[src/rtl/ppu_pkg.sv]
`timescale 1ns / 1ps
// shared types, constants and helper functions of the particle update unit
package ppu_pkg;

  localparam int unsigned FT_W      = 16;
  localparam int unsigned TIME_W    = 40;
  localparam int unsigned CRD_W     = 32;
  localparam int unsigned RAMP_W    = 17;
  localparam int unsigned COLOR_W   = 8;
  localparam int unsigned KIND_W    = 3;
  localparam int unsigned NUM_AXES  = 3;
  // velocity times zero-extended frame time
  localparam int unsigned PROD_W    = CRD_W + FT_W + 1;
  // velocity sum before saturation: vel + growth or damping + signed gravity adjustment
  localparam int unsigned WIDE_W    = 38;
  // signed gravity adjustment of the z velocity
  localparam int unsigned GADJ_W    = 20;
  localparam int unsigned INC_W     = 16;
  localparam int unsigned RSUM_W    = RAMP_W + 1;

  localparam int unsigned CFG_IDX_W  = 1;
  localparam int unsigned CFG_DATA_W = 40;

  localparam int unsigned S_TDATA_W = 264;
  localparam int unsigned S_TUSER_W = KIND_W;
  localparam int unsigned M_TDATA_W = 264;
  localparam int unsigned M_TUSER_W = 2;

  localparam logic [RAMP_W-1:0] RAMP_MAX   = 17'h1ffff;
  localparam logic [RAMP_W-1:0] FIRE_LIMIT = 17'd24576;  // 6.0 in q5.12
  localparam logic [RAMP_W-1:0] EXPL_LIMIT = 17'd32768;  // 8.0 in q5.12

  typedef enum logic [CFG_IDX_W-1:0] {
    CFG_FRAME_TIME = 1'b0,
    CFG_NOW_TIME   = 1'b1
  } cfg_idx_e;

  typedef enum logic [KIND_W-1:0] {
    KIND_STATIC   = 3'd0,
    KIND_FIRE     = 3'd1,
    KIND_EXPLODE  = 3'd2,
    KIND_EXPLODE2 = 3'd3,
    KIND_BLOB     = 3'd4,
    KIND_BLOB2    = 3'd5,
    KIND_GRAV     = 3'd6,
    KIND_SLOWGRAV = 3'd7
  } kind_e;

  typedef struct packed {
    logic [NUM_AXES-1:0][CRD_W-1:0] pos;
    logic [NUM_AXES-1:0][CRD_W-1:0] vel;
    logic [RAMP_W-1:0]              ramp;
    kind_e                          kind;
    logic [COLOR_W-1:0]             color;
    logic [TIME_W-1:0]              die;
  } rec_in_t;

  typedef struct packed {
    logic [NUM_AXES-1:0][CRD_W-1:0]  pos;
    logic [NUM_AXES-1:0][CRD_W-1:0]  vel;
    logic [NUM_AXES-1:0][PROD_W-1:0] prod;
    logic [RSUM_W-1:0]               ramp_sum;
    logic signed [GADJ_W-1:0]        gadj;
    kind_e                           kind;
    logic [COLOR_W-1:0]              color;
    logic [TIME_W-1:0]               die;
    logic                            expired;
  } rec_mid_t;

  typedef struct packed {
    logic [NUM_AXES-1:0][CRD_W-1:0] pos;
    logic [NUM_AXES-1:0][CRD_W-1:0] vel;
    logic [RAMP_W-1:0]              ramp;
    logic [COLOR_W-1:0]             color;
    logic [TIME_W-1:0]              die;
    logic                           expired;
    logic                           burnt;
  } rec_out_t;

  // clamp a wide signed sum into the 32 bit range
  function automatic logic [CRD_W-1:0] sat32(input logic [WIDE_W-1:0] v);
    logic all_one;
    logic all_zero;
    all_one  = &v[WIDE_W-1:CRD_W-1];
    all_zero = ~|v[WIDE_W-1:CRD_W-1];
    if (all_one || all_zero) begin
      return v[CRD_W-1:0];
    end else if (v[WIDE_W-1]) begin
      return 32'h8000_0000;
    end else begin
      return 32'h7fff_ffff;
    end
  endfunction

  // palette color of each ramp step, per ramp kind
  function automatic logic [COLOR_W-1:0] ramp_color(input kind_e k, input logic [2:0] idx);
    logic [COLOR_W-1:0] c;
    c = '0;
    priority if (k == KIND_FIRE) begin
      unique case (idx)
        3'd0:    c = 8'h6d;
        3'd1:    c = 8'h6b;
        3'd2:    c = 8'h06;
        3'd3:    c = 8'h05;
        3'd4:    c = 8'h04;
        3'd5:    c = 8'h03;
        default: c = 8'h00;
      endcase
    end else if (k == KIND_EXPLODE) begin
      unique case (idx)
        3'd0:    c = 8'h6f;
        3'd1:    c = 8'h6d;
        3'd2:    c = 8'h6b;
        3'd3:    c = 8'h69;
        3'd4:    c = 8'h67;
        3'd5:    c = 8'h65;
        3'd6:    c = 8'h63;
        default: c = 8'h61;
      endcase
    end else begin
      unique case (idx)
        3'd0:    c = 8'h6f;
        3'd1:    c = 8'h6e;
        3'd2:    c = 8'h6d;
        3'd3:    c = 8'h6c;
        3'd4:    c = 8'h6b;
        3'd5:    c = 8'h6a;
        3'd6:    c = 8'h68;
        default: c = 8'h66;
      endcase
    end
    return c;
  endfunction

endpackage

[src/rtl/ppu_mul_stg.sv]
`timescale 1ns / 1ps
// first compute stage: velocity products, ramp step, gravity term, expiry test
module ppu_mul_stg
  import ppu_pkg::*;
(
  input  logic                clk_i,
  input  logic                rst_ni,
  input  logic                en_i,
  input  logic                vld_i,
  input  rec_in_t             rec_i,
  input  logic [FT_W-1:0]     ft_i,
  input  logic [TIME_W-1:0]   now_i,
  output logic                vld_o,
  output rec_mid_t            mid_o
);

  logic            vld_q;
  rec_mid_t        mid_d, mid_q;
  logic [19:0]     ft5;    // ft * 5
  logic [19:0]     ft15;   // ft * 15
  logic [21:0]     ft25;   // ft * 25
  logic [16:0]     grav;   // ft * 5 / 8
  logic [18:0]     grav10; // ft * 25 / 4
  logic [INC_W-1:0] inc;

  always_comb begin
    ft5    = {4'b0, ft_i} + {2'b0, ft_i, 2'b0};
    ft15   = {ft_i, 4'b0} - {4'b0, ft_i};
    ft25   = {2'b0, ft5} + {ft5, 2'b0};
    grav   = ft5[19:3];
    grav10 = ft25[20:2];

    mid_d.pos     = rec_i.pos;
    mid_d.vel     = rec_i.vel;
    mid_d.kind    = rec_i.kind;
    mid_d.color   = rec_i.color;
    mid_d.die     = rec_i.die;
    mid_d.expired = rec_i.die < now_i;

    for (int i = 0; i < NUM_AXES; i++) begin
      mid_d.prod[i] = $signed(rec_i.vel[i]) * $signed({1'b0, ft_i});
    end

    unique case (rec_i.kind)
      KIND_FIRE: begin
        inc        = ft5[19:4];
        mid_d.gadj = $signed({3'b0, grav});
      end
      KIND_EXPLODE: begin
        inc        = ft5[18:3];
        mid_d.gadj = -$signed({1'b0, grav10});
      end
      KIND_EXPLODE2: begin
        inc        = ft15[19:4];
        mid_d.gadj = -$signed({1'b0, grav10});
      end
      KIND_BLOB, KIND_BLOB2, KIND_GRAV, KIND_SLOWGRAV: begin
        inc        = '0;
        mid_d.gadj = -$signed({3'b0, grav});
      end
      KIND_STATIC: begin
        inc        = '0;
        mid_d.gadj = '0;
      end
    endcase

    mid_d.ramp_sum = {1'b0, rec_i.ramp} + {2'b0, inc};
  end

  always_ff @(posedge clk_i or negedge rst_ni) begin
    if (!rst_ni) begin
      vld_q <= 1'b0;
    end else if (en_i) begin
      vld_q <= vld_i;
    end
  end

  always_ff @(posedge clk_i) begin
    if (en_i) begin
      mid_q <= mid_d;
    end
  end

  assign vld_o = vld_q;
  assign mid_o = mid_q;

endmodule

[config.mk]
export PLATFORM = sky130hd
export DESIGN_NAME = ppu_mul_stg
export DESIGN_NICKNAME = d
export VERILOG_FILES = /design/src/rtl/ppu_pkg.sv /design/src/rtl/ppu_mul_stg.sv
export SDC_FILE = /design/constraint.sdc
export NUM_CORES = 2
export LEC_CHECK = 0
export BUFFER_PORTS_ARGS = -buffer_cell sky130_fd_sc_hd__buf_2
export CAP_MARGIN = 25
export CORE_MARGIN = 5
export CORE_UTILIZATION = 25
export DETAILED_ROUTE_END_ITERATION = 8
export PLACE_DENSITY = 0.46
export RECOVER_POWER = 25
export SLEW_MARGIN = 10
export SYNTH_ARGS = -nofsm -noshare
export SYNTH_HDL_FRONTEND = slang
export SYNTH_SLANG_ARGS = --single-unit
[constraint.sdc]
create_clock -name clk_i -period 1.4 [get_ports clk_i]
set_input_delay 0.07 -clock clk_i [delete_from_list [all_inputs] [get_ports clk_i]]
set_output_delay 0.07 -clock clk_i [all_outputs]
set_load 0.1 [all_outputs]
# --- Yosys cells after proc, flatten, opt, wreduce, memory -nomap -nowiden ---
# Cells that the tools add are included.
# W data, S select, Z words.
totals:
  input_bits: 320
  output_inout_bits: 430
  wordCells: 39
  regBits: 430
op_classes:
  mul: 3
  n_reduce_logical: 4
  add_sub_neg: 6
  muxes: 2
  eq_ne: 7
  order_cmp: 1
op_table:
  columns: ["cell", "count"]
  rows:
  - ["$mul A32 B17 Y49", 3]
  - ["$pmux W20 S4", 1]
  - ["$pmux W16 S4", 1]
  - ["$lt A40 B40 Y1", 1]
  - ["$add A19 B21 Y21", 1]
  - ["$neg A16 Y20", 1]
  - ["$neg A19 Y20", 1]
  - ["$sub A20 B16 Y20", 1]
  - ["$add A16 B18 Y19", 1]
  - ["$add A17 B16 Y18", 1]
  - ["$eq A3 B3 Y1 const B", 4]
  - ["$eq A3 B2 Y1 const B", 2]
  - ["$reduce_or A5 Y1", 1]
  - ["$reduce_or A4 Y1", 1]
  - ["$eq A3 B1 Y1 const B", 1]
  - ["$logic_not A3 Y1", 1]
  - ["$reduce_or A2 Y1", 1]

# --- Logic depth before layout (Yosys ltp) ---
logic_depth:
  word_depth: 4
  ltp_mapped: 28
  depth_no_buf: 25

# --- Least setup slack after synthesis ---
# OpenSTA, ideal clock, no wires.
synth_timing:
  path_type: "input to register"
  startpoint: "in ft_i[8]"
  endpoint: "reg mid_q, in the netlist mid_o[222], data pin"
  setup_slack_ns: -5.186
  path_buffers: 4
  setup_ns: 0.259
  required_time_ns: 1.141
  path_stages: 25
  arrival_time_ns: 6.327
  cell_sequence: "clkbuf_1 -> clkbuf_1 -> clkbuf_1 -> nand2_1 -> fa_1 -> inv_1 -> fa_1 -> fa_1 -> fa_1 -> fa_1 -> inv_1 -> fa_1 -> inv_1 -> ha_1 -> buf_2 -> nand2_1 -> nor3_1 -> and4_1 -> o2111ai_1 -> a2111oi_0 -> o221ai_1 -> a21bo_2 -> a21oi_1 -> nor3b_1 -> a211o_1"
synth_rtl:
  columns: ["element", "line", "rtl"]
  rows:
  - ["start: declaration", "ppu_mul_stg.sv:11", "input logic [FT_W-1:0] ft_i,"]
  - ["end signal: assignment", "ppu_mul_stg.sv:80", "mid_q <= mid_d;"]
  - ["end: declaration", "ppu_mul_stg.sv:18", "rec_mid_t mid_d, mid_q;"]

==> impl_metrics.yaml <==
setup_path:
  r2r_cells: 1
  cp-end-kind: "register"
  crit_required_ns: 1.88
  reg2reg_slack_ns: 0.66
  rr_startpoint: "vld_o"
  crit_path_frequent_cell: "fa_1"
  reg2reg_to: "vld_o"
  worst-setup-path-type: "in2reg"
  worstPathArrival_ns: 6.10
  path_max_fanout: 7
  startpoint_type: "primary input"
  max_stage_delay_ns: 0.54
  cp_slowest_cell: "fa_2"
timing:
  hold_slack_ns: -0.349
  hold_violations: 10
  final_max_slew_viol_count: 0
  finalCriticalPeriod_ns: 5.62
  max_freq_mhz: 178
  setup_viol: 609
  finalSetupTns_ns: -609.10
  setup_ws_ns: -4.22
  finClkSkew_ns: 0
  post-route-period-util_pct: 401
  slew_headroom_pct: 47.4
  rsz0062_at_grt: "yes"
  worst_pin_slew_ns: 0.790
hold_path:
  hold_path.startpoint: "rec_i[51]"
  whs_endpoint: "mid_o[72]"
  hold_path.class: "in2reg"
  min_path_cells: 2
finish:
  final_cells: 13296
  finalInstanceArea_mm2: 0.0994
  areaGrowthSynthToFinish_pct: 38.0
  final_nets: 11696
  drive_gt1_share_pct: 28.0
global_routing:
  grt_start_max_net_pins: 56
  grtUsageTotal_pct: 16.5
  antenna_found_initial: 28
  overflow: 0
  grt_pass1_wl_um: 382000
  grt_pass1_vias: 64256
flow_run:
  cap_violations: 0
floorplanning:
  fp-row-count: 197
  die_area_mm2: 0.299
  io_pins: 750
  core_area_mm2: 0.287
  initial_core_util_pct: 25.1
  die_y_um: 547
  dieWidth_um: 547
detailed_routing:
  wl_per_cell_um: 18.6
  drt_iter0_drc: 2050
  viasPerCell: 4.29
  drt-pass1-iter-count: 8
  num_vias: 57082
  drc: 0
  drt_wl_total_um: 247000
  ant_nets: 0
synthesis:
  synth_edf_count: 429
  async_flop_share_pct: 0.233
  synth_nets: 9584
  synth_seq_cells: 430
  synth_area_mm2: 0.0720
  syn_avg_cell_area_um2: 9.81
  yosys.area.top_type: "fa_1"
  synth_flop_cell: "edfxtp_1"
  syn_inst: 7343
  ys_types: 90
  ys_seq_area_share_pct: 17.9
  synth_area_leaders: "fa_1 (41%), edfxtp_1 (18%), inv_1 (9.6%)"
  synthTopCellsByCount: "inv_1 (1,843), fa_1 (1,470), nand2_1 (942)"
  ys_warn_count: 0
  yosysTopAreaCellShare_pct: 40.9
  yosysMostFrequentCell: "inv_1"
clocking:
  htreeDepth: 2
  ctsHoldBuffers: 317
  clk_latency_ns: 0.69
  clk_pin_slew_worst_paths_ns: 0.07
  cts_buffer_depth: 3
  tritoncts: "yes"
  cts_num_sinks: 430
  numCtsBuffers: 59
  clockRootBuffer: "clkbuf_16"
status:
  failed_checks: "hold timing, setup timing"
  status: "complete, but fails checks"
place:
  dp.cells: 12781
  place.gp.congestion: 0.886
  post-place-ws_ns: -5.35
  portBuffers: 749
  hpwlAfterDp_um: 203000
  post_dp_cell_area_mm2: 0.0914
layout make-up:
cell class | count | area [µm²]
multi-input cells | 4765 | 54400
fillers | 29434 | 188000
clock buffers | 66 | 1520
well taps | 3781 | 4730
diodes | 15 | 37.5
flip-flops and latches | 430 | 12900
inverters | 1844 | 6940
repair buffers | 2355 | 18400
clock inverters | 40 | 439
cell families (layout without fill, tap and decap cells):
family	Yosys count	after routing	synth area share [%]
buffers and inverters	2148	4305	11.2
AND/OR/NAND/NOR	1991	1991	13.7
adder cells (fa/ha/maj)	1921	1921	48.7
AO/OA/AOI/OAI	628	628	5.76
flip-flops	430	430	17.9
XOR/XNOR	219	219	2.67
multiplexers	6	6	0.0869
other	0	15	0
cells in the final DEF, fill, tap and decap left out, types with 146 or more instances in the layout:
| cell | count |
|---|---|
| fa_1 | 1403 |
| buf_4 | 1124 |
| inv_1 | 1772 |
| ha_1 | 347 |
| dlygate4sd3_1 | 317 |
| xnor2_1 | 146 |
| buf_2 | 651 |
| and2_1 | 639 |
| edfxtp_1 | 429 |
| nand2_1 | 902 |
per-layer routing:
| metal | part of all wire (%) | up-vias | GRT usage, % |
|---|---|---|---|
| met1 | 41 | 29280 | 20.4 |
| met5 | 0.032 | - | 0 |
| met2 | 50 | 1229 | 29.7 |
| met3 | 4.6 | 280 | 2.29 |
| met4 | 3.7 | 14 | 4.77 |
| li1 | - | 26279 | - |
repair_timing:
item / 4_1_cts / 5_1_grt
pin swaps: 161 / 145
resized for setup: 292 / 192
hold endpoints to repair: 438 / 10
setup buffers: 47 / 26
endpoints found under the setup margin: 606 / 608
gates cloned: 12 / 5
how the worst max path moves through the flow:
| stage | from | end | slack [ns] | cells after the start |
|---|---|---|---|---|
| global route | rec_i[102] | mid_o[185] | -4.38 | 23 |
| finish | ft_i[5] | mid_o[222] | -4.22 | 26 |
| detailed placement | ft_i[3] | mid_o[236] | -5.35 | 22 |
| CTS | ft_i[5] | mid_o[234] | -4.17 | 26 |
| global placement | ft_i[3] | mid_o[121] | -5.28 | 22 |
| floorplan | ft_i[8] | mid_o[222] | -4.48 | 25 |
registers in the layout, indices dropped and copies added, names as in the netlist:
name	cells
mid_o	429
vld_o	1
stage by stage:
step	hold WS, ns	utilization (%)
floorplan	-0.226	-
global route	-0.393	34.6
CTS	-0.454	34.3
finish	-0.349	34.6
detailed placement	-0.152	31.8
global placement	-0.156	31.8
critical path, delay by kind of cell:
kind / cells / cell delay, ns
adders and majority gates: 7 / 3.20
AOI/OAI and AO/OA: 6 / 1.32
buffers and inverters: 8 / 0.82
and+or+nand+nor: 5 / 0.68
Power is not shown: default switching activity piles up to over one toggle a cycle in this logic, so the estimate is an artifact.
