`config.mk`:
```
export PLATFORM = sky130hd
export DESIGN_NAME = ppu_sum_stg
export DESIGN_NICKNAME = d
export VERILOG_FILES = /design/src/rtl/ppu_pkg.sv /design/src/rtl/ppu_sum_stg.sv
export SDC_FILE = /design/constraint.sdc
export NUM_CORES = 1
export LEC_CHECK = 0
export BUFFER_PORTS_ARGS = -buffer_cell sky130_fd_sc_hd__buf_2
export CAP_MARGIN = 5
export CORE_AREA = 3 3 270 272
export DETAILED_ROUTE_END_ITERATION = 8
export DIE_AREA = 0 0 273 275
export MAX_ROUTING_LAYER = met4
export PLACE_DENSITY = 0.61
export SETUP_SLACK_MARGIN = 0.05
export SYNTH_ARGS = -nofsm -noshare
export SYNTH_HDL_FRONTEND = slang
export SYNTH_SLANG_ARGS = --single-unit
```
`constraint.sdc`:
```
create_clock -name clk_i -period 1.3 [get_ports clk_i]
set_input_delay 0.26 -clock clk_i [delete_from_list [all_inputs] [get_ports clk_i]]
set_output_delay 0.26 -clock clk_i [all_outputs]
set_load 0.03 [all_outputs]
```
`src/rtl/ppu_pkg.sv`:
```
`timescale 1ns / 1ps
// shared types, constants and helper functions of the particle update unit
package ppu_pkg;

  localparam int unsigned FT_W      = 16;
  localparam int unsigned TIME_W    = 40;
  localparam int unsigned CRD_W     = 32;
  localparam int unsigned RAMP_W    = 17;
  localparam int unsigned COLOR_W   = 8;
  localparam int unsigned KIND_W    = 3;
  localparam int unsigned NUM_AXES  = 3;
  // velocity times zero-extended frame time
  localparam int unsigned PROD_W    = CRD_W + FT_W + 1;
  // velocity sum before saturation: vel + growth or damping + signed gravity adjustment
  localparam int unsigned WIDE_W    = 38;
  // signed gravity adjustment of the z velocity
  localparam int unsigned GADJ_W    = 20;
  localparam int unsigned INC_W     = 16;
  localparam int unsigned RSUM_W    = RAMP_W + 1;

  localparam int unsigned CFG_IDX_W  = 1;
  localparam int unsigned CFG_DATA_W = 40;

  localparam int unsigned S_TDATA_W = 264;
  localparam int unsigned S_TUSER_W = KIND_W;
  localparam int unsigned M_TDATA_W = 264;
  localparam int unsigned M_TUSER_W = 2;

  localparam logic [RAMP_W-1:0] RAMP_MAX   = 17'h1ffff;
  localparam logic [RAMP_W-1:0] FIRE_LIMIT = 17'd24576;  // 6.0 in q5.12
  localparam logic [RAMP_W-1:0] EXPL_LIMIT = 17'd32768;  // 8.0 in q5.12

  typedef enum logic [CFG_IDX_W-1:0] {
    CFG_FRAME_TIME = 1'b0,
    CFG_NOW_TIME   = 1'b1
  } cfg_idx_e;

  typedef enum logic [KIND_W-1:0] {
    KIND_STATIC   = 3'd0,
    KIND_FIRE     = 3'd1,
    KIND_EXPLODE  = 3'd2,
    KIND_EXPLODE2 = 3'd3,
    KIND_BLOB     = 3'd4,
    KIND_BLOB2    = 3'd5,
    KIND_GRAV     = 3'd6,
    KIND_SLOWGRAV = 3'd7
  } kind_e;

  typedef struct packed {
    logic [NUM_AXES-1:0][CRD_W-1:0] pos;
    logic [NUM_AXES-1:0][CRD_W-1:0] vel;
    logic [RAMP_W-1:0]              ramp;
    kind_e                          kind;
    logic [COLOR_W-1:0]             color;
    logic [TIME_W-1:0]              die;
  } rec_in_t;

  typedef struct packed {
    logic [NUM_AXES-1:0][CRD_W-1:0]  pos;
    logic [NUM_AXES-1:0][CRD_W-1:0]  vel;
    logic [NUM_AXES-1:0][PROD_W-1:0] prod;
    logic [RSUM_W-1:0]               ramp_sum;
    logic signed [GADJ_W-1:0]        gadj;
    kind_e                           kind;
    logic [COLOR_W-1:0]              color;
    logic [TIME_W-1:0]               die;
    logic                            expired;
  } rec_mid_t;

  typedef struct packed {
    logic [NUM_AXES-1:0][CRD_W-1:0] pos;
    logic [NUM_AXES-1:0][CRD_W-1:0] vel;
    logic [RAMP_W-1:0]              ramp;
    logic [COLOR_W-1:0]             color;
    logic [TIME_W-1:0]              die;
    logic                           expired;
    logic                           burnt;
  } rec_out_t;

  // clamp a wide signed sum into the 32 bit range
  function automatic logic [CRD_W-1:0] sat32(input logic [WIDE_W-1:0] v);
    logic all_one;
    logic all_zero;
    all_one  = &v[WIDE_W-1:CRD_W-1];
    all_zero = ~|v[WIDE_W-1:CRD_W-1];
    if (all_one || all_zero) begin
      return v[CRD_W-1:0];
    end else if (v[WIDE_W-1]) begin
      return 32'h8000_0000;
    end else begin
      return 32'h7fff_ffff;
    end
  endfunction

  // palette color of each ramp step, per ramp kind
  function automatic logic [COLOR_W-1:0] ramp_color(input kind_e k, input logic [2:0] idx);
    logic [COLOR_W-1:0] c;
    c = '0;
    priority if (k == KIND_FIRE) begin
      unique case (idx)
        3'd0:    c = 8'h6d;
        3'd1:    c = 8'h6b;
        3'd2:    c = 8'h06;
        3'd3:    c = 8'h05;
        3'd4:    c = 8'h04;
        3'd5:    c = 8'h03;
        default: c = 8'h00;
      endcase
    end else if (k == KIND_EXPLODE) begin
      unique case (idx)
        3'd0:    c = 8'h6f;
        3'd1:    c = 8'h6d;
        3'd2:    c = 8'h6b;
        3'd3:    c = 8'h69;
        3'd4:    c = 8'h67;
        3'd5:    c = 8'h65;
        3'd6:    c = 8'h63;
        default: c = 8'h61;
      endcase
    end else begin
      unique case (idx)
        3'd0:    c = 8'h6f;
        3'd1:    c = 8'h6e;
        3'd2:    c = 8'h6d;
        3'd3:    c = 8'h6c;
        3'd4:    c = 8'h6b;
        3'd5:    c = 8'h6a;
        3'd6:    c = 8'h68;
        default: c = 8'h66;
      endcase
    end
    return c;
  endfunction

endpackage

```
`src/rtl/ppu_sum_stg.sv`:
```
`timescale 1ns / 1ps
// second compute stage: saturating sums, ramp end test and palette lookup
module ppu_sum_stg
  import ppu_pkg::*;
(
  input  logic      clk_i,
  input  logic      rst_ni,
  input  logic      en_i,
  input  logic      vld_i,
  input  rec_mid_t  mid_i,
  output logic      vld_o,
  output rec_out_t  out_o
);

  logic                    vld_q;
  rec_out_t                out_d, out_q;
  logic [PROD_W-17:0]      step;   // product / 65536, floored
  logic [PROD_W-15:0]      d14;    // product / 16384, floored
  logic [WIDE_W-1:0]       dv;
  logic [WIDE_W-1:0]       pos_w;
  logic [WIDE_W-1:0]       vel_w;
  logic [RAMP_W-1:0]       ramp_sat;
  logic [RAMP_W-1:0]       limit;
  logic                    has_ramp;
  logic                    burnt;

  always_comb begin
    out_d = '0;
    for (int i = 0; i < NUM_AXES; i++) begin
      step  = mid_i.prod[i][PROD_W-1:16];
      d14   = mid_i.prod[i][PROD_W-1:14];
      pos_w = WIDE_W'($signed(mid_i.pos[i])) + WIDE_W'($signed(step));
      unique case (mid_i.kind)
        KIND_EXPLODE, KIND_BLOB: dv = WIDE_W'($signed(d14));
        KIND_EXPLODE2:           dv = -WIDE_W'($signed(step));
        KIND_BLOB2:              dv = (i < 2) ? -WIDE_W'($signed(d14)) : '0;
        KIND_STATIC, KIND_FIRE, KIND_GRAV, KIND_SLOWGRAV: dv = '0;
      endcase
      vel_w = WIDE_W'($signed(mid_i.vel[i])) + dv;
      if (i == NUM_AXES - 1) begin
        vel_w = vel_w + WIDE_W'(mid_i.gadj);
      end
      out_d.pos[i] = sat32(pos_w);
      out_d.vel[i] = sat32(vel_w);
    end

    has_ramp = (mid_i.kind == KIND_FIRE) || (mid_i.kind == KIND_EXPLODE) ||
               (mid_i.kind == KIND_EXPLODE2);
    ramp_sat = mid_i.ramp_sum[RSUM_W-1] ? RAMP_MAX : mid_i.ramp_sum[RAMP_W-1:0];
    limit    = (mid_i.kind == KIND_FIRE) ? FIRE_LIMIT : EXPL_LIMIT;
    burnt    = has_ramp && (ramp_sat >= limit);

    out_d.ramp    = ramp_sat;
    out_d.color   = (has_ramp && !burnt) ? ramp_color(mid_i.kind, ramp_sat[14:12])
                                         : mid_i.color;
    out_d.die     = burnt ? '0 : mid_i.die;
    out_d.burnt   = burnt;
    out_d.expired = 1'b0;

    // an expired record reports only the flag
    if (mid_i.expired) begin
      out_d         = '0;
      out_d.expired = 1'b1;
    end
  end

  always_ff @(posedge clk_i or negedge rst_ni) begin
    if (!rst_ni) begin
      vld_q <= 1'b0;
    end else if (en_i) begin
      vld_q <= vld_i;
    end
  end

  always_ff @(posedge clk_i) begin
    if (en_i) begin
      out_q <= out_d;
    end
  end

  assign vld_o = vld_q;
  assign out_o = out_q;

endmodule

```
# ---- After elaboration in Yosys (flattened, before gate mapping)
# Index checks and enable logic that the tools add are counted.
dict set report word_totals {
  register_bits 260
  inputBits 433
  wordCells 97
}
dict set report op_classes {
  add_sub_neg 12
  order_cmp 1
  eq_ne 13
  muxes 24
  reduce_logical 35
}
# cell n
set op_table {}
lappend op_table {{32-bit 2-to-1 mux} 12}
lappend op_table {{38-bit one-hot mux with 4 select lines} 2}
lappend op_table {{38-bit adder} 4}
lappend op_table {{33-bit negation with 38-bit output} 3}
lappend op_table {{38-bit one-hot mux with 3 select lines} 1}
lappend op_table {{32-bit by 33-bit adder with 34-bit output} 3}
lappend op_table {{38-bit negation} 2}
lappend op_table {{4-bit one-hot mux with 7 select lines} 2}
lappend op_table {{7-bit one-hot mux with 6 select lines} 1}
lappend op_table {{7-bit AND reduction} 6}
lappend op_table {{7-bit OR reduction} 6}
lappend op_table {{8-bit 2-to-1 mux} 3}
lappend op_table {{3-bit equality test, second input constant} 7}
lappend op_table {{17-bit by 16-bit greater-or-equal comparator with 1-bit output} 1}
lappend op_table {{17-bit 2-to-1 mux} 1}
lappend op_table {{16-bit 2-to-1 mux} 1}
lappend op_table {{3-bit by 2-bit equality test with 1-bit output, second input constant} 4}
lappend op_table {{1-bit logical OR} 8}
lappend op_table {{1-bit logical NOT} 7}
lappend op_table {{3-bit by 1-bit equality test with 1-bit output, second input constant} 2}
lappend op_table {{3-bit logical NOT} 2}
lappend op_table {{5-bit OR reduction} 1}
lappend op_table {{2-bit OR reduction} 2}
lappend op_table {{4-bit OR reduction} 1}
lappend op_table {{2 further kinds} 3}

# ---- Logic depth before layout (Yosys ltp)
# Gate-level depths: netlist (run 1).
dict set report logic_depth {
  depth_word 9
  ltp_mapped 27
  mapped_depth_nobuf 23
}

# ---- Worst setup path before layout (run 1)
# OpenSTA, ideal clock, no wires.
dict set report synth_timing {
  path_type {input to register}
  startpoint {input mid_i[111] in the netlist's numbering}
  endpoint {register out_q, in the netlist out_o[96], data pin}
  arrival_time_ps 5654
  required_time_ps 1120
  setup_slack_ps -4534
  path_stages 22
  n_path_buf 2
  path_cell_list {clkbuf_1 > nor4_1 > nand3_1 > nor4_2 > nand2_1 > or3_1 > or3_1 > nor3_1 > xor2_1 > o21ai_0 > ha_1 > o21ai_0 > nand2b_1 > a21oi_1 > a21oi_1 > o21a_1 > a2111o_1 > a211o_1 > or4b_1 > o21a_1 > buf_6 > o41ai_2}
}
dict set report synth_between {
  elab_chain_cells 7
  elab_cells_between_ends 10
  classes_between {3 x add/sub; 3 x mux; 4 x reduce/logical}
}
# element line
set synth_rtl {}
lappend synth_rtl {{start: declaration} ppu_sum_stg.sv:10} ;# input rec_mid_t mid_i,
lappend synth_rtl {{38-bit negation or 33-bit negation with 38-bit output (tied branches)} {ppu_sum_stg.sv:36, ppu_sum_stg.sv:35}}
lappend synth_rtl {{38-bit one-hot mux with 4 select lines *} ppu_sum_stg.sv:33} ;# unique case (mid_i.kind)
lappend synth_rtl {{38-bit adder *} ppu_sum_stg.sv:39} ;# vel_w = WIDE_W'($signed(mid_i.vel[i])) + dv;
lappend synth_rtl {{7-bit OR reduction} ppu_pkg.sv:85} ;# all_zero = ~|v[WIDE_W-1:CRD_W-1];
lappend synth_rtl {{1-bit logical NOT} ppu_pkg.sv:85}
lappend synth_rtl {{1-bit logical OR} ppu_pkg.sv:86} ;# if (all_one || all_zero) begin
lappend synth_rtl {{32-bit 2-to-1 mux *} ppu_pkg.sv:86}
lappend synth_rtl {{end signal: assignment} ppu_sum_stg.sv:77} ;# out_q <= out_d;
lappend synth_rtl {{end: declaration} ppu_sum_stg.sv:16} ;# rec_out_t out_d, out_q;
# Mark *: on every way between the ends. The rest lies on a longest branch, timed or not.
# A chain may end at the register's enable or synchronous reset.

# ---- Worst setup path after layout (run 1)
dict set report layout_timing {
  startpoint {input mid_i[122] in the netlist's numbering}
  endpoint {register out_q, in the netlist out_o[69], data pin}
}
# The elaborated chain is that of the path after synthesis.

==> results.md, run 1 <==
* Failing checks: setup timing
* GRT met1 Usage at ~36%
* Number of synthesized flops with an enable pin at between 200 and 300
* CTS tree: built
* Post-Syn Area at 26500 um2
* Clock Pin Slew Worst Setup and Hold Paths at roughly 0.050 ns
* Synth cell types at slightly below 90
* # nets final at 5550
* Hpwl dp at 92.2 mm
* Worst IR drop on VDD at roughly 1.2 mV
* Worst slew pin tran at 0.539 ns
* Initial DRC Count at roughly 2100
* H-tree levels at 2
* Met2 Track Usage GR at 50.9%
* Max-Cap Viols at 0
* Fmax at just under 0.2 GHz
* LEAKAGE at a little over 0.02 uW
* Gr usage total at 30.2%
* Die area at 75100 um2
* Drt via density at between 5 and 6
* Final worst slack at -3.85 ns
* Count of input and output buffers at 650
* GR Overflow Total at 0
* Worst Hold Class: in -> reg
* Post-synthesis average cell area at 8.58 um2
* Starting Density at between 30% and 40%
* Area share of the largest cell type after synthesis at approximately 29%
* Clk buf depth at 3
* Worst EP arrival at approximately 5.5 ns
* GPL Wtd Cong at ~1
* Top post-synthesis cells by count: o21ai_0, edfxtp_1, nand2_1
* Top-count cell post-synth: o21ai_0
* Async SR Flop Fraction at less than 1%
* Finished Layout Cells at 5867
* R2R cell count at 1
* Drt pass-1 iters at 5
* Routed length per placed instance at 20.0 um
* Layout cells sized above 1 at approximately half
* Worst r2r dst: vld_o
* Number of antenna violations at the first check in global routing at 35
* Vias at 31400
* Routed WL at between 100 and 150 mm
* Root Driver: clkbuf_16
* Startpoint types: input pin
* DIE WIDTH at around 270 um
* Largest net degree at the start of global routing at 42
* Die H at around 280 um
* Hold path startpoint: mid_i[46]
* CP Capture Type: flop
* Area leader, netlist: edfxtp_1
* Residual DRC at 0
* Largest cells by area after synthesis: edfxtp_1, ha_1, o21ai_0, xnor2_1, xor2_1
* Final core utilization at 63.6%
* RSZ-0062 raised after global routing: true
* Clk Latency, worst-skew pair at around 0.56 ns
* Post-Syn Nets at 3781
* Placed Cells at around 5600
* M3 GR Usage at under 10%
* Clock Sinks at 260
* Final hold slack at 0.0381 ns
* Outcome: finished with violations
* WHS Endpoint: out_o[47]
* Slew Viols, Final at 0
* Reg area at 7800 um2
* Setup Viol. Count Final at about 500
* Post-synth top flop: edfxtp_1
* Sequential cell area fraction in the yosys report at between 20% and 30%
* Worst Path Class, Setup: in -> reg
* First-pass GRT wire length at between 150 and 200 mm
* Synth Instances at roughly 3000
* Fillers at 5961
* Crit path time final at 5.15 ns
* Final hold vios at 0
* Multi-input logic area at 20700 um2
* CTS Buf Count at 34
* DRT antenna net count at 0
* Period utilisation layout at 396%
* Core ar. at a little over 70000 um2
* Worst path required time at between 1.5 and 2 ns
* Synth Warn # at 0
* Pwr Density at ~1100 nW/um2
* R2r setup slk at ~0.52 ns
* Count of standard-cell rows at 98
* Most Crowded Layer GR: met2
* Reg2Reg Launch Point: vld_o
* Vias in the first global route at ~31000
* # IOs at between 600 and 700
* #FFs+latches synth at 260
* Hold Crit Depth at 2
* Slew HR at 63.2%
* Crit path max fanout at 7
* Area Growth Syn to Fin at 70.5%
* Clk_skew at 0 ns
## state kept, by name (all words and copies together) (netlist names)
| signal | cells |
|---|---|
| out_o | 259 |
| vld_o | 1 |
## final cells by class
type / instances / area share, %
repair buffers: 1894 / 30.7
clock buffers: 40 / 1.93
multi-input cells: 2569 / 45.8
flip-flops and latches: 260 / 17.3
well taps: 950 / 2.63
diodes: 37 / 0.205
clock inverters: 20 / 0.593
inverters: 97 / 0.850
## worst max-delay path by stage
| stage | cells past startpoint | endpoint | start | slack (ns) |
|---|---|---|---|---|
| after global routing | 20 | out_o[96] | mid_i[122] | -4.00 |
| after detailed placement | 21 | out_o[115] | mid_i[159] | -4.45 |
| after global placement | 21 | out_o[115] | mid_i[159] | -4.47 |
| final | 21 | out_o[69] | mid_i[122] | -3.85 |
| after CTS | 21 | out_o[73] | mid_i[121] | -3.71 |
| after floorplan | 21 | out_o[96] | mid_i[119] | -4.10 |
## cells in the final DEF, fill, tap and decap left out, types with 31 or more instances in the layout
cell / count
a21o_1: 112
a21oi_1: 194
a21oi_2: 31
and2_1: 61
buf_12: 44
buf_2: 638
buf_4: 1094
buf_6: 47
clkbuf_16: 40
diode_2: 37
dlygate4sd3_1: 44
edfxtp_1: 259
fa_1: 39
ha_1: 180
ha_4: 37
inv_1: 85
nand2_1: 247
nand3_1: 49
nand4_1: 38
nor2_1: 194
nor3_1: 60
o21a_1: 46
o21ai_0: 187
o21ai_1: 87
o21ai_2: 73
o31ai_4: 41
xnor2_1: 131
xor2_1: 130
## through the flow
step	power [uW]	area [um2]	TNS, ns	worst slack, ns
CTS	47100	43900	-543.16	-3.71
finish	48500	45200	-537.44	-3.85
global route	50900	45200	-585.33	-4.00
detailed placement	33600	39700	-694.42	-4.45
global placement	33400	39700	-686.30	-4.47
floorplan	23700	27600	-562.83	-4.10
## report_power, final
group / switching (uW) / internal, uW
registers: 523 / 11100
clock network: 4020 / 5860
logic: 14700 / 12200
## critical path, cell delays in order
cell,delay [ns]
buf_6,0.09
or4_4,0.56
or4_4,0.52
nor3_4,0.19
nand2b_1,0.10
or2_1,0.26
or3_4,0.37
xnor2_2,0.14
o211ai_1,0.11
ha_1,0.34
and3_4,0.19
nand4_1,0.16
nor2_2,0.19
a2111oi_2,0.08
a2111o_1,0.45
a211o_1,0.25
or4b_4,0.51
o21a_4,0.26
buf_6,0.13
buf_12,0.14
o31ai_4,0.21
## repair_timing
action	CTS	global route
endpoints found under the setup margin	501	501
endpoints found under the hold margin	43	0
hold buffers	44	0
pin swaps	150	98
cloned	18	10
resized for setup	377	177
setup buffers	68	33
## layer usage
| layer | vias up | part of all wire, % | routed length (um) |
|---|---|---|---|
| li1 | 15300 | - | - |
| met1 | 14800 | 40 | 47200 |
| met2 | 1101 | 49 | 57000 |
| met3 | 231 | 7.3 | 8600 |
| met4 | 0 | 3.8 | 4420 |
| met5 | - | 0 | 0 |
## kinds of logic (layout without fill, tap and decap cells)
family | count (synthesis) | in the layout | synth area share [%]
other | 0 | 37 | 0
xor gates and xnor gates | 270 | 270 | 8.92
muxes | 15 | 15 | 0.576
AOI/OAI and AO/OA | 1127 | 1128 | 27.2
DFF | 260 | 260 | 29.4
and+or+nand+nor | 894 | 895 | 16.5
buffers and inverters | 260 | 2051 | 3.76
adders and majority gates | 261 | 261 | 13.5
No activity file was read; power rests on OpenSTA's default activity.
==> run 2, diff against run 1 <==
--- a/config.mk
+++ b/config.mk
@@ -12,7 +12,7 @@
 export DIE_AREA = 0 0 273 275
 export MAX_ROUTING_LAYER = met4
 export PLACE_DENSITY = 0.61
-export SETUP_SLACK_MARGIN = 0.05
+export SETUP_SLACK_MARGIN = 0.4
 export SYNTH_ARGS = -nofsm -noshare
 export SYNTH_HDL_FRONTEND = slang
 export SYNTH_SLANG_ARGS = --single-unit
==> results.md, run 2 (synthesis gave the netlist of run 1 again) <==
* Final core utilization at 64.4% (+0.70 points)
* Finished Layout Cells at 5873 (+0.10%)
* Starting Density at 37.3% (unchanged)
* Largest net degree at the start of global routing at 41 (-2.4%)
* Hold path startpoint: mid_i[47]
* Setup Viol. Count Final at 501 (unchanged)
* Most frequent cells in the layout: buf_4, buf_2, edfxtp_1
* Final hold vios at 0 (unchanged)
* Switch Pwr at 19500 uW (+1.5%)
* R2R cell count at 1 (unchanged)
* Setup_tns at -550.13 ns (-12.69 ns)
* H-tree levels at 2 (unchanged)
* GR Overflow Total at 0 (unchanged)
* Clock Pin Slew Worst Setup and Hold Paths at 0.06 ns (about the same)
* Crit path max fanout at 7 (unchanged)
* Worst slew pin tran at 0.586 ns (+0.0468 ns)
* CP Capture Type: flop
* Slew HR at 60.3% (-2.8 points)
* Outcome: finished with violations
* DIE WIDTH at 273 um (unchanged)
* Die H at 275 um (unchanged)
* CTS Buf Count at 35 (+2.9%)
* Combinational fraction of design power at 55.9% (+0.3 points)
* Drt via density at 5.35 (about the same)
* Slew Viols, Final at 0 (unchanged)
* Switching Share at 39.8% (about the same)
* Max-Cap Viols at 0 (unchanged)
* WHS Endpoint: out_o[48]
* Gr usage total at 30.5% (+0.34 points)
* Clk Latency, worst-skew pair at 0.57 ns (about the same)
* Crit path time final at 4.98 ns (-0.173 ns)
* Worst EP arrival at 5.37 ns (-0.17 ns)
* Max reg flops at 259 (unchanged)
* Final hold slack at 0.0466 ns (+0.00842 ns)
* DRT antenna net count at 0 (unchanged)
* RSZ-0062 raised after global routing: true
* Number of antenna violations at the first check in global routing at 31 (-11%)
* Residual DRC at 0 (unchanged)
* Vias in the first global route at 30700 (-0.67%)
* Clk buf depth at 3 (unchanged)
* Period utilisation layout at 383% (-13 points)
* Area Growth Syn to Fin at 72.4%
* Most common cell after layout, fill and taps aside: buf_4
* Reg2Reg Launch Point: vld_o
* Drt pass-1 iters at 6 (+1)
* Hold Crit Depth at 2 (unchanged)
* Failing checks: setup timing
* CTS tree: built
* Clock Sinks at 260 (unchanged)
* Startpoint types: input pin
* Worst r2r dst: vld_o
* Clk_skew at 0 ns (unchanged)
* First-pass GRT wire length at 174 mm (+0.64%)
* Worst IR drop on VDD at 1.13 mV (-3.7%)
* Routed WL at 119 mm (+1.4%)
* Pwr Density at 1080 nW/um2 (+0.38%)
* Vias at 31400 (+0.096%)
* Final worst slack at -3.68 ns (+0.173 ns)
* Fmax at 0.201 GHz (+3.5%)
* Count of standard-cell rows at 98 (unchanged)
* Initial DRC Count at 2045 (-0.73%)
* Hpwl dp at 92.8 mm (+0.68%)
* R2r setup slk at 0.55 ns (+0.03 ns)
* LEAKAGE at 0.0206 uW (+0.86%)
* Routed length per placed instance at 20.2 um (+1.3%)
* Core ar. at 71000 um2 (unchanged)
* Clock share of power at 20.5% (about the same)
* Worst Path Class, Setup: in -> reg
* Int Pwr at 29600 uW (+1.5%)
* Count of input and output buffers at 650 (unchanged)
* Sequential share of power at 23.6% (-0.4 points)
* Layout cells sized above 1 at 48.5% (+0.52 points)
* # nets final at 5559 (+0.16%)
* Die area at 75100 um2 (unchanged)
* Worst path required time at 1.69 ns (about the same)
* # IOs at 693 (unchanged)
* GPL Wtd Cong at 0.977 (-2.2%)
* Placed Cells at 5599 (-0.18%)
* Worst Hold Class: in -> reg
* Root Driver: clkbuf_16
## run 2: per-layer routing
metal | vias to the layer above | track usage [%] | share of wire (%)
met4 | 0 | 10.8 | 3.9
met5 | - | - | 0
li1 | 15300 | - | -
met2 | 1078 | 51.0 | 48
met1 | 14900 | 37.1 | 41
met3 | 227 | 5.49 | 6.9
## run 2: what timing repair did
action                     in CTS  in global routing
hold buffers                   50                  0
setup endpoints to repair     501                508
cloned                         23                  4
gates resized for setup       349                231
setup buffers                  79                 23
hold endpoints to repair       54                  0
pin swaps                     148                113
## run 2: how the worst max path moves through the flow
stage / slack [ns] / end / startpoint / cells past startpoint
global route: -3.90 / out_o[90] / mid_i[112] / 26
floorplan: -4.10 / out_o[96] / mid_i[119] / 21
detailed placement: -4.46 / out_o[85] / mid_i[107] / 22
global placement: -4.31 / out_o[115] / mid_i[159] / 20
finish: -3.68 / out_o[70] / mid_i[112] / 26
CTS: -3.67 / out_o[88] / mid_i[120] / 22
## run 2: metrics by stage
stage,worst slack [ns],instance area [um2],power [uW]
final,-3.68,45700,49200
after global routing,-3.90,45700,51500
after CTS,-3.67,44100,47500
after detailed placement,-4.46,39600,33600
after global placement,-4.31,39600,33400
after floorplan,-4.10,27700,23700
## run 2: critical path: stages
cell       delay [ns]
buf_6            0.10
nor4_4           0.26
buf_4            0.16
buf_6            0.09
nand3_4          0.08
nor4_4           0.30
nand2_1          0.11
or3_4            0.35
or3_4            0.43
nor2_4           0.13
nor3_2           0.04
a21oi_2          0.12
o21ai_2          0.09
ha_1             0.34
a21o_1           0.18
o21ai_2          0.08
a21oi_2          0.17
buf_4            0.14
a2111oi_2        0.04
a2111o_1         0.41
a211o_1          0.24
or4b_4           0.50
o21a_4           0.26
buf_12           0.15
buf_16           0.15
o31ai_4          0.18
## run 2: power groups by stage
stage,clock network (uW),logic (uW),registers (uW)
after floorplan,0,9320,14400
after global placement,0,21700,11800
after detailed placement,0,21800,11800
after CTS,10200,25700,11600
after global routing,10600,29300,11700
final,10100,27500,11600
## run 2: layout make-up
type | instances | area (um2)
fill | 5835 | 25300
multi-input combinational | 2567 | 20800
timing repair buffer | 1904 | 14300
sequential | 260 | 7800
tap | 950 | 1190
clock buffer | 44 | 930
inverter | 97 | 395
clock inverter | 18 | 241
antenna | 33 | 82.6
